[src/hdl/rve_pkg.sv]
package rve_pkg;

  // Number of CORDIC micro-rotations.
  localparam int TRIG_ITERATIONS = 28;

  // Quotient bits produced by each axis divider lane (Q1.30 result, unit magnitude at most).
  localparam int DIV_STEPS = 31;

  // Both the divider lanes and the CORDIC sit in one core section of this many stages.
  localparam int CORE_LAT = (TRIG_ITERATIONS > DIV_STEPS) ? TRIG_ITERATIONS : DIV_STEPS;

  // Stage counts of the other sections.
  localparam int FRONT_LAT  = 2;
  localparam int SQRT_LAT   = 32;
  localparam int REDUCE_LAT = 2;
  localparam int MERGE_LAT  = 3;
  localparam int PIPE_LAT   = FRONT_LAT + SQRT_LAT + REDUCE_LAT + CORE_LAT + MERGE_LAT;

  // Working width of the CORDIC and angle datapath.
  localparam int CW = 34;

  localparam logic signed [CW-1:0] Q30_ONE     = 34'sd1073741824;
  localparam logic signed [CW-1:0] PI_Q28      = 34'sd843314857;
  localparam logic signed [CW-1:0] HALF_PI_Q28 = 34'sd421657428;
  localparam logic signed [CW-1:0] TWO_PI_Q28  = 34'sd1686629714;
  localparam logic signed [CW-1:0] CORDIC_GAIN = 34'sd652032874;

  // Unsigned forms of one and two full turns, used on the angle before folding.
  localparam logic [32:0] TURN_U     = 33'd1686629714;
  localparam logic [32:0] TWO_TURN_U = 33'd3373259428;

  typedef struct packed {
    logic signed [31:0] x;
    logic signed [31:0] y;
    logic signed [31:0] z;
  } vec_t;

  typedef struct packed {
    logic signed [31:0] m00;
    logic signed [31:0] m01;
    logic signed [31:0] m02;
    logic signed [31:0] m10;
    logic signed [31:0] m11;
    logic signed [31:0] m12;
    logic signed [31:0] m20;
    logic signed [31:0] m21;
    logic signed [31:0] m22;
  } mat_t;

  // Information that travels alongside the core section.
  typedef struct packed {
    logic low_angle;
    logic neg_cos;
    vec_t psi;
  } side_t;

  // Arctangent of 2^-i in Q3.28.
  function automatic logic signed [CW-1:0] atan_step(input int i);
    logic signed [CW-1:0] v;
    case (i)
      0: v = 34'sd210828714;
      1: v = 34'sd124459457;
      2: v = 34'sd65760959;
      3: v = 34'sd33381290;
      4: v = 34'sd16755422;
      5: v = 34'sd8385879;
      6: v = 34'sd4193963;
      7: v = 34'sd2097109;
      8: v = 34'sd1048571;
      9: v = 34'sd524287;
      default: begin
        if (i <= 28) begin
          v = 34'sd1 <<< (28 - i);
        end else begin
          v = '0;
        end
      end
    endcase
    return v;
  endfunction

  // Clamp to the signed 32-bit range.
  function automatic logic signed [31:0] sat32(input logic signed [40:0] v);
    logic signed [31:0] r;
    if (v > 41'sd2147483647) begin
      r = 32'sh7fffffff;
    end else if (v < -41'sd2147483648) begin
      r = 32'sh80000000;
    end else begin
      r = v[31:0];
    end
    return r;
  endfunction

endpackage

[src/hdl/rve_div_lane.sv]
module rve_div_lane import rve_pkg::*; (
  input  logic        clk,
  input  logic        en,
  input  logic [31:0] mag,
  input  logic [31:0] divisor,
  output logic [30:0] quo
);

  logic [32:0] rems [CORE_LAT];
  logic [30:0] qs   [CORE_LAT];
  logic [31:0] ds   [CORE_LAT];

  // One quotient bit per stage; stages past the last bit only pass the result on.
  for (genvar j = 0; j < CORE_LAT; j++) begin : g_stage
    logic [32:0] r_in;
    logic [30:0] q_in;
    logic [31:0] d_in;
    logic [32:0] sh;
    logic        ge;

    if (j == 0) begin : g_first
      assign r_in = {1'b0, mag};
      assign q_in = '0;
      assign d_in = divisor;
      assign sh   = r_in;
    end else begin : g_next
      assign r_in = rems[j-1];
      assign q_in = qs[j-1];
      assign d_in = ds[j-1];
      assign sh   = {r_in[31:0], 1'b0};
    end

    assign ge = (sh >= {1'b0, d_in});

    always_ff @(posedge clk) begin
      if (en) begin
        ds[j] <= d_in;
        if (j < DIV_STEPS) begin
          rems[j] <= ge ? (sh - {1'b0, d_in}) : sh;
          qs[j]   <= {q_in[29:0], ge};
        end else begin
          rems[j] <= r_in;
          qs[j]   <= q_in;
        end
      end
    end
  end

  assign quo = qs[CORE_LAT-1];

endmodule

[config.mk]
export PLATFORM = sky130hd
export DESIGN_NAME = rve_div_lane
export DESIGN_NICKNAME = d
export VERILOG_FILES = /design/src/hdl/rve_pkg.sv /design/src/hdl/rve_div_lane.sv
export SDC_FILE = /design/constraint.sdc
export NUM_CORES = 2
export LEC_CHECK = 0
export BUFFER_PORTS_ARGS = -buffer_cell sky130_fd_sc_hd__buf_2
export CAP_MARGIN = 5
export CORE_ASPECT_RATIO = 1.4
export CORE_MARGIN = 10
export CORE_UTILIZATION = 50
export CTS_CLUSTER_SIZE = 10
export DETAILED_ROUTE_END_ITERATION = 6
export MAX_ROUTING_LAYER = met4
export PLACE_DENSITY = 0.61
export SYNTH_ARGS = -nofsm -noshare
export SYNTH_HDL_FRONTEND = slang
export SYNTH_SLANG_ARGS = --single-unit
[constraint.sdc]
create_clock -name clk -period 5.4 [get_ports clk]
set_input_delay 0.27 -clock clk [delete_from_list [all_inputs] [get_ports clk]]
set_output_delay 0.27 -clock clk [all_outputs]
set_load 0.1 [all_outputs]
Word level (Yosys, flattened, before mapping)
Memory sizes are Yosys's and may differ from the RTL's.
Cells that the tools add are included.
- memories kept: 3
- input port bits: 66
- output and inout port bits: 31
- RAM bits: 2976
- register bits: 0
- memory bits (read-only): 0
- latch bits: 0
- logic and storage cells: 98
- memory list (name ; words ; bits a word ; rd ports ; clocked after Yosys merged registers in ; write ports ; RTL line ; source):
    rems ; 31 ; 33 ; 30 ; 0 ; 31 ; rve_div_lane.sv:9 ; logic [32:0] rems [CORE_LAT];
    ds ; 31 ; 32 ; 30 ; 0 ; 31 ; rve_div_lane.sv:11 ; logic [31:0] ds [CORE_LAT];
    qs ; 31 ; 31 ; 31 ; 0 ; 31 ; rve_div_lane.sv:10 ; logic [30:0] qs [CORE_LAT];
- multiply operators: 0
- bitwise gates (word level): 0
- muxes and demuxes: 33
- reductions and logical operators: 0
- eq/ne operators: 0
- shifts and indexed selects: 0
- magnitude comparators: 31
- divide/modulo/power cells: 0
- $add $sub $neg: 31
- operators with widths (kind ; number):
    $mux W33 ; 31
    $ge A33 B32 Y1 ; 30
    $sub A33 B32 Y33 ; 30
    $sub A32 B32 Y33 ; 1
    $ge A32 B32 Y1 ; 1
    $mux W1 ; 2

Logic depth before layout (Yosys ltp)
An unclocked memory read counts as a cell.
- word-level depth: 3
- gate-level depth with buffers: 16
- mapped depth without buffers: 14

Least setup slack after synthesis
Ideal clock, no wire load.
- path kind: flip-flop to flip-flop
- from: memory ds[14][1], in the netlist ds[0][449]
- to: memory rems[15][26], in the netlist rems[0][521] (data pin)
- library setup time: 0.262 ns
- arrival time: 3.388 ns
- slack: 1.750 ns
- data required time: 5.138 ns
- path buffers: 1
- clock period less this slack: 3.650 ns
- stages on the path, launching flop included: 15
- cells stage by stage: edfxtp_1 > inv_1 > ha_1 > nor2b_1 > o31a_1 > nor4_2 > o31ai_2 > a211oi_2 > o21ai_1 > a31o_1 > a21o_1 > a311o_1 > a21oi_4 > buf_6 > mux2_1
- RTL lines (item ; RTL line):
    from (decl) ; rve_div_lane.sv:11
    to (decl) ; rve_div_lane.sv:9

==> reports/metrics.yaml <==
status: "complete, but fails checks"
violations: "design-rule violations"
cts-root-buf: "clkbuf_16"
antenna_found_initial: 3
dr.pass1.iters: 7
max_slew_margin_pct: 25.1
synth_top_area_cell: "edfxtp_1"
synth_top_area_share_pct: 53.6
core_sq_um: 270000
worst_pin_slew_ns: 1.12
area_growth_syn_to_layout_pct: 9.89
fin_setup_tns_ns: 0
ant_nets: 0
drt_iter0_markers: 6256
final_core_util_pct: 55.1
rsz0062_at_grt: "false"
yosys_warnings: 0
wl_per_cell_um: 22.0
r2r-start: "ds[1][1]"
drt_wl_total_mm: 352
finish.instance_area_sq_um: 149000
synth-simple-area-share_pct: 9.47
crit_type: "reg2reg"
crit_fanout: 63
synth_compound_area_share_pct: 15.4
numCtsBuffers: 291
ys_ff_latch: 2416
htreeDepth: 5
dp_hpwl_mm: 268
muxShareOfSynthArea_pct: 2.27
yosys.area_share.adder_pct: 9.60
endpoint_kind: "flip-flop"
cellLeakagePower_nw: 61.1
min_period_ns: 4.64
first_global_vias: 92600
cellPowerDensity_nw_per_um2: 620
fmax_mhz: 216
grtUsageTotal_pct: 24.1
syn-num-nets: 13200
crit_required_ns: 6.00
mostFrequentLayoutCells: "2416 x edfxtp_1, 1248 x inv_1, 1043 x nand2_1"
ys.flop_type: "edfxtp_1"
synth_top_family_by_area: "compound AO/OA/AOI/OAI gates"
r2r_setup_slack_ns: 0.76
dieHeight_um: 636
ys_seq_area_share_pct: 53.6
synth_cell_types: 101
num_rows: 226
chipWidth_um: 460
cap_violations: 0
drv_slew: 0
final_common_cell: "edfxtp_1"
syn_area_per_cell_sq_um: 11.1
period_share_pct: 85.9
cts_tree: "built"
port_buffers: 96
cts.clk_slew.worst_paths_ns: 0.06
min_from: "divisor[20]"
finalHoldViolations: 0
netlist_area_sq_um: 135000
syn_inst: 12200
irDropWorstVdd_v: 0.000382
place.gp.congestion: 0.947
r2r_cells: 13
grt_pass1_wl_mm: 538
rr_endpoint: "rems[1][36]"
drc: 3
drive_above_1_share_pct: 6.57
skew_ns: 0.0343
cts_buffer_depth: 4
async_reset_ff_share_pct: 0
hold_depth: 2
clkSinkCount: 2416
vias: 91800
postCtsSetupBuffers: 0
die-area_sq_um: 292000
yosys-top-cells-area: "edfxtp_1 54%, ha_1 9.2%, o21ai_0 3.7%"
finalSetupViolations: 0
grt_start_max_net_pins: 170
cp-start-kind: "flip-flop"
insertion_delay_ns: 0.88
viasPerCell: 5.74
io_pins: 97
fin_nets: 13500
grt_remaining_overflow: 0
critical_path_arrival_ns: 5.24
synthXorXnorAreaFrac_pct: 5.24
initial_core_util_pct: 50.1
placed_cell_area_sq_um: 140000
worstHoldPathType: "in2reg"
min_to: "ds[0][20]"
synth-edff-count: 2416
crit_start: "ds[1][1]"
[power breakdown]
group          switching [W]  total, W  internal, W  leakage [nW]
registers            0.00382    0.0320       0.0282          23.7
clock network        0.00735    0.0173      0.00994          3.88
logic                 0.0249    0.0430       0.0181          33.6
[worst max-delay path, cell delays in order, from the launching register on]
cell	delay (ns)
edfxtp_1	0.67
inv_1	0.10
ha_1	0.31
nor2b_1	0.16
o31ai_1	0.26
a31oi_1	0.21
o211ai_1	0.30
a21oi_1	0.17
a41o_1	0.32
a21oi_1	0.34
a21oi_1	0.17
a2111oi_4	0.33
buf_4	0.54
mux2_2	0.44
[routing by layer]
metal  share of wire (%)  global-route usage (%)
met1                  37                    25.6
met2                  55                    45.5
met3                 3.3                    2.61
met5                   0                       -
met4                 4.5                    9.50
[metrics by stage]
| step | hold slack, ns | instances | setup WS [ns] | power (W) |
|---|---|---|---|---|
| 3_5_place_dp | 0.405 | 15600 | 0.847 | 0.0751 |
| 4_1_cts | 0.0652 | 16000 | 0.817 | 0.0930 |
| 6_report | 0.133 | 16000 | 0.762 | 0.0923 |
| 3_3_place_gp | 0.400 | 15600 | 0.883 | 0.0747 |
| 2_1_floorplan | 0.369 | 12200 | 1.75 | 0.0626 |
| 5_1_grt | 0.0942 | 16000 | 0.628 | 0.0988 |
[cell families after synthesis]
kind of cell | count (synthesis)
AOI/OAI and AO/OA | 3355
and+or+nand+nor | 2737
DFF | 2416
buffers and inverters | 1563
muxes | 257
adders and majority gates | 1021
xor gates and xnor gates | 810
[cell type report]
type                       instances  area (sq um)
fill                           23100        121000
sequential                      2416         72500
multi-input combinational       8180         57100
clock buffer                     336          7620
inverter                        1248          4680
tap                             3534          4420
timing repair buffer             246          2110
clock inverter                    34           335
antenna                            2          5.00
[what timing repair did]
| action | CTS | global route |
|---|---|---|
| gates resized for setup | 0 | 0 |
| hold buffers | 65 | 0 |
| hold endpoints to repair | 68 | 0 |
[registers in the layout (all words and copies together) (netlist names)]
| register | flops |
|---|---|
| qs | 496 |
| ds | 960 |
| rems | 960 |
[cells in the mapped netlist, types with 37 or more instances]
master and count:
and2_1 41, a21oi_1 900, nor4_1 37, o21a_1 147
a21boi_0 41, a211o_1 37, nor2b_1 147, a21o_1 524
nand3_1 182, nand2_1 1043, o211ai_1 44, nand2b_1 151
nand4_1 158, ha_1 991, o21ai_0 997, inv_1 1248
o21bai_1 102, xnor2_1 443, a211oi_1 62, mux2_4 51
nor3_1 155, a31oi_1 105, mux2_2 161, edfxtp_1 2416
and3_1 91, clkbuf_1 263, o31ai_1 70, xor2_1 367
nor2_1 579
[how the worst max path moves through the flow]
stage	cells past startpoint	endpoint	slack (ns)
6_report	13	rems[1][36]	0.76
5_1_grt	12	rems[1][443]	0.63
4_1_cts	13	rems[1][36]	0.82
3_5_place_dp	13	rems[1][36]	0.85
3_3_place_gp	13	rems[1][36]	0.88
2_1_floorplan	14	rems[0][521]	1.75
Note: power is estimated with default switching activity, not from simulation.
